==> src/gnidf_pkg.sv <==
`timescale 1ns / 1ps
`default_nettype none
package gnidf_pkg;
    localparam int unsigned MaxPanelsDef = 256;
    localparam int unsigned MaxGridSideDef = 1024;
    localparam logic [30:0] SpacingReset = 31'd65536;
    localparam int unsigned GridMargin = 5;

    typedef struct packed {
        logic [31:0] mid_x;
        logic [31:0] mid_y;
        logic [31:0] normal_x;
        logic [31:0] normal_y;
        logic        action;
    } t_in_item;

    typedef struct packed {
        logic [31:0] node_x;
        logic [31:0] node_y;
        logic [31:0] distance;
        logic        inside_res;
        logic [7:0]  nearest_panel;
        logic        last_node;
        logic        status;
    } t_out_item;

    typedef enum logic [1:0] {
        CMD_NONE  = 2'd0,
        CMD_LOAD  = 2'd1,
        CMD_GRID  = 2'd2,
        CMD_NODE  = 2'd3
    } t_cmd_op;

    typedef struct packed {
        t_cmd_op op;
        logic    scan_step;
        logic    scan_first;
        logic    sqrt_start;
        logic    sqrt_step;
        logic    advance;
    } t_cmd;

    typedef struct packed {
        logic empty;
        logic full;
        logic scan_last;
        logic sqrt_done;
        logic walk_done;
        logic div_done;
    } t_stat;
endpackage
`default_nettype wire

==> src/gnidf_ctrl.sv <==
`timescale 1ns / 1ps
`default_nettype none
module gnidf_ctrl (
    input  wire logic          i_clk,
    input  wire logic          i_rst_n,
    input  wire logic          i_valid,
    input  wire logic          i_action,
    output logic               o_ready,
    output logic               o_out_valid,
    input  wire logic          i_out_ready,
    output logic               o_err,
    output logic               o_done_res,
    output gnidf_pkg::t_cmd    o_cmd,
    input  wire gnidf_pkg::t_stat i_stat
);
    typedef enum logic [2:0] {
        S_IDLE, S_GRID, S_SCAN, S_MUL, S_SQRT, S_OUT
    } t_state;

    t_state r_state;
    logic   r_out_valid, r_err, r_done_res, r_have_grid, r_mul;

    always_ff @(posedge i_clk) begin
        if (!i_rst_n) begin
            r_state <= S_IDLE;
            r_out_valid <= 1'b0;
            r_err <= 1'b0;
            r_done_res <= 1'b0;
            r_have_grid <= 1'b0;
            r_mul <= 1'b0;
        end else begin
            if (r_out_valid && i_out_ready) r_out_valid <= 1'b0;
            unique case (r_state)
                S_IDLE: begin
                    if (i_valid && o_ready) begin
                        if (!i_action) begin
                            // a load into a full store leaves the walk alone
                            if (!i_stat.full) r_have_grid <= 1'b0;
                        end else if (i_stat.empty) begin
                            r_err <= 1'b1; r_done_res <= 1'b0;
                            r_state <= S_OUT;
                        end else if (r_have_grid && i_stat.walk_done) begin
                            r_err <= 1'b0; r_done_res <= 1'b1;
                            r_state <= S_OUT;
                        end else begin
                            r_err <= 1'b0; r_done_res <= 1'b0;
                            r_state <= r_have_grid ? S_SCAN : S_GRID;
                        end
                    end
                end
                S_GRID: begin
                    if (i_stat.div_done) begin
                        r_have_grid <= 1'b1;
                        r_state <= S_SCAN;
                    end
                end
                S_SCAN: begin
                    if (i_stat.scan_last) begin
                        r_state <= S_MUL;
                        r_mul <= 1'b0;
                    end
                end
                S_MUL: begin
                    r_mul <= 1'b1;
                    if (r_mul) r_state <= S_SQRT;
                end
                S_SQRT: if (i_stat.sqrt_done) r_state <= S_OUT;
                S_OUT: begin
                    if (!r_out_valid) begin
                        r_out_valid <= 1'b1;
                        r_state <= S_IDLE;
                    end
                end
                default: r_state <= S_IDLE;
            endcase
        end
    end

    always_comb begin
        o_ready = (r_state == S_IDLE) && !r_out_valid;
        o_cmd = '0;
        o_cmd.op = gnidf_pkg::CMD_NONE;
        unique case (r_state)
            S_IDLE: begin
                if (i_valid && o_ready) begin
                    if (!i_action) o_cmd.op = gnidf_pkg::CMD_LOAD;
                    else if (!i_stat.empty && !r_have_grid) o_cmd.op = gnidf_pkg::CMD_GRID;
                    o_cmd.scan_first = i_action;
                end
            end
            S_SCAN: o_cmd.scan_step = 1'b1;
            S_MUL: o_cmd.sqrt_start = r_mul;
            S_SQRT: o_cmd.sqrt_step = 1'b1;
            S_OUT: begin
                o_cmd.op = gnidf_pkg::CMD_NODE;
                o_cmd.advance = !r_out_valid && !r_err && !r_done_res;
            end
            default: ;
        endcase
    end

    assign o_out_valid = r_out_valid;
    assign o_err = r_err;
    assign o_done_res = r_done_res;
endmodule
`default_nettype wire

==> config.mk <==
export PLATFORM = sky130hd
export DESIGN_NAME = gnidf_ctrl
export DESIGN_NICKNAME = d
export VERILOG_FILES = /design/src/gnidf_pkg.sv /design/src/gnidf_ctrl.sv
export SDC_FILE = /design/constraint.sdc
export NUM_CORES = 1
export LEC_CHECK = 0
export ABC_AREA = 1
export BUFFER_PORTS_ARGS = -buffer_cell sky130_fd_sc_hd__buf_2
export CAP_MARGIN = 10
export CORE_MARGIN = 2
export CORE_UTILIZATION = 45
export DETAILED_ROUTE_END_ITERATION = 10
export PLACE_DENSITY = 0.74
export SYNTH_ARGS = -nofsm -noshare
export SYNTH_HDL_FRONTEND = slang
export SYNTH_SLANG_ARGS = --single-unit
==> constraint.sdc <==
create_clock -name i_clk -period 4.08 [get_ports i_clk]
set_input_delay 1.02 -clock i_clk [delete_from_list [all_inputs] [get_ports i_clk]]
set_output_delay 1.02 -clock i_clk [all_outputs]
set_load 0.1 [all_outputs]
Word-level counts from Yosys, hierarchy flattened --
Cells that the tools add are included.
Storage, ports and cells: bits in registers 8, logic and storage cells 73, input port bits 11
Cells by class: mux-type cells 34, eq/ne operators 14, reductions and logical operators 19
Operators with widths (number):
- $mux W3 | 9
- $pmux W3 S6 | 1
- $mux W1 | 17
- $ne A2 B2 Y1 const B | 8
- $mux W2 | 4
- $logic_and A1 B1 Y1 | 7
- $reduce_and A7 Y1 | 1
- $eq A3 B2 Y1 const B | 2
- $eq A3 B3 Y1 const B | 2
- $logic_not A1 Y1 | 5
- $reduce_and A5 Y1 | 1
- $pmux W1 S2 | 2
- $pmux W2 S2 | 1
- $reduce_bool A2 Y1 | 2
- $eq A3 B1 Y1 const B | 1
- $logic_not A3 Y1 | 1
- $reduce_and A3 Y1 | 1
- $ne A2 B1 Y1 const B | 1
- $reduce_and A2 Y1 | 1

Logic depth before layout (Yosys ltp) --
Gate-level depths: netlist of the first run.
word-level depth 6, depth in mapped cells 9, depth with buffers taken out 9

Worst setup path after synthesis of the first run --
OpenSTA, ideal clock, no wires.
path kind reg2out, from register r_out_valid (netlist: o_out_valid), to output port o_cmd[5] (netlist name), cell stages (with the launch flop) 4, data required time 3060 ps, path buffers 0, arrival time 3904 ps, slack -844 ps, path through dfxtp_1 -> nor2_2 -> nand2_1 -> o21ai_0
RTL lines:
- start: declaration | line gnidf_ctrl.sv:21 | logic r_out_valid, r_err, r_done_res, r_have_grid, r_mul;
- start signal: assignment | line gnidf_ctrl.sv:26 | r_out_valid <= 1'b0;
- start signal: assignment | line gnidf_ctrl.sv:32 | if (r_out_valid && i_out_ready) r_out_valid <= 1'b0;
- start signal: assignment | line gnidf_ctrl.sv:70 | r_out_valid <= 1'b1;
- end: declaration | line gnidf_ctrl.sv:13 | output gnidf_pkg::t_cmd o_cmd,

==> results of run 1 <==
synth_stat cells, drive strengths merged:
master  count
a21oi       7
a31oi       1
buf         1
clkinv      1
dfxtp       8
inv        14
nand2      28
nand3      11
nand3b      1
nor2       22
nor3        3
o21ai       2
or2         1
critical path, delay by kind of cell:
kind / cells / cell delay, ns
and+or+nand+nor: 4 / 0.39
buffers and inverters: 2 / 0.53
stage by stage:
stage / area (um2) / cells / util (%) / setup WS [ns] / hold WS (ns)
2_1_floorplan: 592 / 100 / - / 0.0315 / 0.450
3_3_place_gp: 711 / 135 / 56.7 / 1.17 / 0.465
3_5_place_dp: 711 / 135 / 56.7 / 1.11 / 0.489
4_1_cts: 733 / 138 / 58.5 / 1.11 / 0.500
5_1_grt: 733 / 138 / 58.5 / 0.978 / 0.524
6_report: 733 / 138 / 58.5 / 1.11 / 0.500
area by class of cell:
cell class	instances	area, um2
Inverter	15	57.6
Multi-Input combinational cell	76	369
Fill cell	127	519
Tap cell	15	18.8
Timing Repair Buffer	21	105
Sequential cell	8	160
Clock buffer	3	22.5
state kept, by name, summed over array words and instances, names as in the netlist:
name / flops
r_mul: 1
o_out_valid: 1
r_state: 3
o_err: 1
r_have_grid: 1
o_done_res: 1
how the worst max path moves through the flow:
stage	from	end	slack [ns]	cells after the start
5_1_grt	r_state[1]	o_cmd[6]	0.98	8
3_5_place_dp	i_valid	o_cmd[6]	1.11	6
2_1_floorplan	o_out_valid	o_cmd[0]	0.03	3
4_1_cts	i_action	o_cmd[6]	1.11	6
6_report	i_valid	o_cmd[6]	1.11	6
3_3_place_gp	i_action	o_cmd[6]	1.17	6
metal layers:
layer  vias to the layer above  GRT usage, %
met5                         -             0
met4                         0          10.3
met3                         4          1.67
met2                        15          34.3
met1                       295          26.0
li1                        361             -
kinds of logic (layout without fill, tap and decap cells):
family	after synthesis	count (layout)	synth area share, %
buf+inv	16	39	10.6
flops	8	8	27.2
compound gates	10	10	10.0
simple gates	66	66	52.1
==> impl_metrics.env, run 1 <==
export IMPL_status="completed"
export IMPL_synthesis_area_um2=588
export IMPL_tightest_slew_ns=0.489
export IMPL_critical_path_class="in -> out"
export IMPL_top_layer="met4"
export IMPL_r2r_end="r_state[2]"
export IMPL_ys_types=20
export IMPL_r2r_start="r_state[2]"
export IMPL_cap_violations=0
export IMPL_holdCritStartpoint="o_done_res"
export IMPL_rsz0062_at_grt="no"
export IMPL_grt_pass1_vias=558
export IMPL_cts_hold_repair_buffers=0
export IMPL_root_buffer="clkbuf_4"
export IMPL_start_kind="input port"
export IMPL_cts_made_buffers=3
export IMPL_avgRoutedWirePerCell_um=10.3
export IMPL_place_hpwl_um=1160
export IMPL_initial_utilization_pct=47.0
export IMPL_syn_to_final_growth_pct=24.7
export IMPL_slowest_stage="buf_2"
export IMPL_synth_top_cell_by_area="dfxtp_1"
export IMPL_cp_max_fo=3
export IMPL_cts_htree_levels=1
export IMPL_cts_tree="built"
export IMPL_yosysSeqAreaShare_pct=27.2
export IMPL_final_common_cell="nand2_1"
export IMPL_synthCells=100
export IMPL_finalMaxSlewViolations=0
export IMPL_clkSinkCount=8
export IMPL_path_clk_slew_ns=0.06
export IMPL_hold_path_cell_count=2
export IMPL_arrival_ns=1.95
export IMPL_final_cell_mix="nand2_1 (27), buf_2 (21), nor2_1 (15)"
export IMPL_fin_crit_ns=2.97
export IMPL_rr_worst_depth=7
export IMPL_core_mm2=0.00125
export IMPL_drtIter0Drc=20
export IMPL_cts_resized=0
export IMPL_required_ns=3.06
export IMPL_dr_wl_met2_um=692
export IMPL_grt_max_degree=11
export IMPL_hold_class="reg -> reg"
export IMPL_finalClockSkew_ns=0.00319
export IMPL_diodes=0
export IMPL_routed_wl_um=1420
export IMPL_timing_fmax_mhz=336
export IMPL_wl_met1_um=658
export IMPL_final_antenna_net_count=0
export IMPL_antenna_found_initial=0
export IMPL_cts_path_max_buffers=2
export IMPL_yosysWarningCount=0
export IMPL_r2r_slack_ns=2.65
export IMPL_grt_pass1_wl_um=2210
export IMPL_post_cts_buffers=0
export IMPL_rows=13
export IMPL_period_share_pct=72.9
export IMPL_globalRouteTotalUtil_pct=20.5
export IMPL_vias_per_cell=4.89
export IMPL_synth_ff_latch_count=8
export IMPL_wl_met3_um=50
export IMPL_synth_area_leaders="dfxtp_1 (27%), nand2_1 (17%), nor2_1 (9.6%)"
export IMPL_die_w_um=40.2
export IMPL_max_stage_delay_ns=0.42
export IMPL_place_congestion=0.853
export IMPL_hold_viol=0
export IMPL_synth_top_area_share_pct=27.2
export IMPL_vias=675
export IMPL_route_detailed_drc=0
export IMPL_grt_overflow=0
export IMPL_setup_violations=0
export IMPL_clkLatencyLatePin_ns=0.26
export IMPL_layout_drive_gt1_share_pct=33.3
export IMPL_relSlewSlack_pct=67.7
export IMPL_fp_dieH_um=40.2
export IMPL_path_cells="buf_2, nand3_2, nor2_2, nand2_1, nand2_1, buf_2"
export IMPL_first_pass_iters=4
export IMPL_port_buffers=21
export IMPL_finalSetupTns_ns=0
export IMPL_whs_endpoint="o_done_res"
export IMPL_final_nets=136
export IMPL_die_area_mm2=0.00161
export IMPL_endpoint_kind="output port"
export IMPL_ioPinCount=22
export IMPL_syn_num_nets=111
export IMPL_syn_avg_cell_area_um2=5.88
Power of run 1 is not shown: default switching activity piles up to over one toggle a cycle in this logic, so the estimate is an artifact.
==> run 2: changes to the inputs <==
--- a/config.mk
+++ b/config.mk
@@ -5,13 +5,13 @@
 export SDC_FILE = /design/constraint.sdc
 export NUM_CORES = 1
 export LEC_CHECK = 0
-export ABC_AREA = 1
+export ABC_AREA = 0
 export BUFFER_PORTS_ARGS = -buffer_cell sky130_fd_sc_hd__buf_2
 export CAP_MARGIN = 10
 export CORE_MARGIN = 2
-export CORE_UTILIZATION = 45
+export CORE_UTILIZATION = 42
 export DETAILED_ROUTE_END_ITERATION = 10
-export PLACE_DENSITY = 0.74
+export PLACE_DENSITY = 0.73
 export SYNTH_ARGS = -nofsm -noshare
 export SYNTH_HDL_FRONTEND = slang
 export SYNTH_SLANG_ARGS = --single-unit
==> constraint.sdc (replaced) <==
create_clock -name i_clk -period 2.5 [get_ports i_clk]
set_input_delay 0.625 -clock i_clk [delete_from_list [all_inputs] [get_ports i_clk]]
set_output_delay 0.625 -clock i_clk [all_outputs]
set_load 0.1 [all_outputs]
==> run 2 against run 1 <==
  * Sequential share of layout area decreased by 2.5 points
  * Core utilization increased by 5.5 points
  * Setup slack got worse by 0.96 ns
  * Critical path depth decreased by 2
  * Routed wire length increased by 4.1%
  * Non-clock buffer count increased by 4
  * Final area increased by 14%
  * Via count decreased by 9.8%
  * Sequential cell count unchanged
  * Clock skew decreased by 0.0016 ns
  * Critical path type is now reg -> out
  * Critical endpoint is now o_cmd[3]
  * Highest routed layer unchanged
==> impl_metrics.env, run 2 <==
export IMPL_status="completed"
export IMPL_diodes=0
export IMPL_max_stage_delay_ns=0.43
export IMPL_critical_path_class="reg -> out"
export IMPL_final_instance_count_excl_fill=110
export IMPL_grt_overflow=0
export IMPL_synth_area_leaders="dfxtp_1 (27%), nand2_1 (5.7%), mux2i_1 (5.1%)"
export IMPL_tightest_slew_ns=0.486
export IMPL_path_clk_slew_ns=0.06
export IMPL_finalClockSkew_ns=0.00160
export IMPL_rows=13
export IMPL_grt_pass1_vias=564
export IMPL_synth_edf_count=0
export IMPL_vias=609
export IMPL_cts_made_buffers=3
export IMPL_port_buffers=21
export IMPL_finalMaxSlewViolations=0
export IMPL_root_buffer="clkbuf_4"
export IMPL_antenna_found_initial=0
export IMPL_synth_ff_latch_count=8
export IMPL_stdcell_area_um2=833
export IMPL_path_cells="buf_4, nor3_1, and2b_2, buf_2"
export IMPL_synth_top_cell_by_area="dfxtp_1"
export IMPL_place_hpwl_um=1150
export IMPL_syn_to_final_growth_pct=41.7
export IMPL_timing_fmax_mhz=425
export IMPL_power_leakage_nw=0.356
export IMPL_avgRoutedWirePerCell_um=13.5
export IMPL_ioPinCount=22
export IMPL_final_antenna_net_count=0
export IMPL_hold_viol=0
export IMPL_endpoint_kind="output port"
export IMPL_dpl_cell_area_um2=811
export IMPL_setup_violations=0
export IMPL_route_detailed_drc=0
export IMPL_syn_num_nets=83
export IMPL_synth_top_flop_cell="dfxtp_1"
export IMPL_period_share_pct=94.1
export IMPL_layout_drive_gt1_share_pct=42.1
export IMPL_cts_path_max_buffers=2
export IMPL_final_nets=108
export IMPL_routed_wl_um=1480
export IMPL_top_register="r_state"
export IMPL_final_common_cell="buf_2"
export IMPL_clkLatencyLatePin_ns=0.26
export IMPL_synthCells=72
export IMPL_yosysSeqAreaShare_pct=27.2
export IMPL_ir_drop_mv=0.612
export IMPL_filler_cell_count=135
export IMPL_hold_class="reg -> reg"
export IMPL_final_cell_mix="buf_2 (18), nand2_1 (9), dfxtp_1 (7)"
export IMPL_drtIter0Drc=13
export IMPL_async_flop_share_pct=0
export IMPL_cts_htree_levels=1
export IMPL_worst_slack_ns=0.147
export IMPL_cts_tree="built"
export IMPL_place_congestion=0.758
export IMPL_cap_violations=0
export IMPL_core_mm2=0.00130
export IMPL_yosys_top_cells_count="nand2_1 (9), dfxtp_1 (8), a21oi_1 (4), nand2b_1 (4), nor3b_1 (4)"
export IMPL_grt_pass1_wl_um=2550
export IMPL_globalRouteTotalUtil_pct=19.2
export IMPL_rsz0062_at_grt="no"
export IMPL_clkSinkCount=8
export IMPL_die_w_um=41.4
export IMPL_place_inst=107
export IMPL_start_kind="flop"
export IMPL_yosysWarningCount=0
export IMPL_yosysMostFrequentCell="nand2_1"
export IMPL_required_ns=1.88
export IMPL_fin_crit_ns=2.35
export IMPL_die_area_mm2=0.00172
export IMPL_powerDensity_mw_per_mm2=1300
export IMPL_syn_avg_cell_area_um2=8.17
export IMPL_slowest_stage="buf_2"
export IMPL_largest_reg_flops=3
export IMPL_synthesis_area_um2=588
export IMPL_grt_max_degree=14
export IMPL_initial_utilization_pct=45.2
export IMPL_cts_hold_repair_buffers=0
export IMPL_synth_top_area_share_pct=27.2
export IMPL_dpl_worst_slack_ns=0.246
export IMPL_holdWs_ns=0.546
export IMPL_cts_resized=0
export IMPL_first_pass_iters=4
export IMPL_cp_max_fo=9
export IMPL_fp_dieH_um=41.4
export IMPL_post_cts_buffers=0
export IMPL_ys_types=36
export IMPL_relSlewSlack_pct=67.8
export IMPL_arrival_ns=1.73
export IMPL_vias_per_cell=5.54
[run 2: changes by cell type after synthesis, moves of 3 or more]
cell / delta
nand2_1: -18
nand2b_1: +4
inv_1: -11
nor3b_1: +4
nor2_2: -6
nor4_1: +3
nor2_1: -14
nand3_1: -9
mux2i_1: +3
[run 2: area by class of cell]
cell class | instances | area, um2 | share of cell area (%)
repair buffers | 25 | 180 | 21.6
well taps | 15 | 18.8 | 2.25
multi-input cells | 58 | 447 | 53.6
flip-flops and latches | 8 | 161 | 19.4
inverters | 1 | 3.75 | 0.450
clock buffers | 3 | 22.5 | 2.70
[run 2: power breakdown]
group          total [mW]  internal [mW]  switching (mW)
sequential          0.221          0.155          0.0659
combinational       0.754          0.244           0.510
clock               0.106         0.0554          0.0502
total                1.08          0.454           0.626
[run 2: final timing paths]
path	end	slack, ns	startpoint	cells past startpoint
worst max-delay path	o_cmd[3]	0.15	r_state[2]	4
worst min-delay path	o_done_res	0.55	o_done_res	2
worst max register to register	r_state[2]	0.88	r_state[2]	5
worst min register to register	o_done_res	0.55	o_done_res	2
[run 2: layer usage]
layer  vias up  part of all wire, %  GRT usage (%)
li1        315                    -              -
met1       279                   43           22.4
met4         0                 0.40           9.68
met3         2                  4.3           4.35
met5         -                    0              0
met2        13                   52           32.5
[run 2: stage by stage]
stage               total power [mW]  utilization, %  setup TNS, ns
finish                          1.08            64.0              0
global route                    1.14            64.0              0
CTS                             1.08            64.0              0
detailed placement             0.978            62.3              0
global placement               0.961            62.3              0
floorplan                      0.843               -         -0.188
[run 2: cells by family (layout without fill, tap and decap cells)]
group,Yosys count,count (layout),synth area share (%)
flip-flops,8,8,27.2
AO/OA/AOI/OAI,16,16,20.6
AND/OR/NAND/NOR,39,39,39.8
multiplexers,3,3,5.11
buffers and inverters,6,29,7.23
[run 2: critical path, delay by kind of cell (launching register included)]
family        cells  cell delay [ns]
flops             1             0.41
buf+inv           2             0.64
simple gates      2             0.41
(Power assumes the default switching activity.)
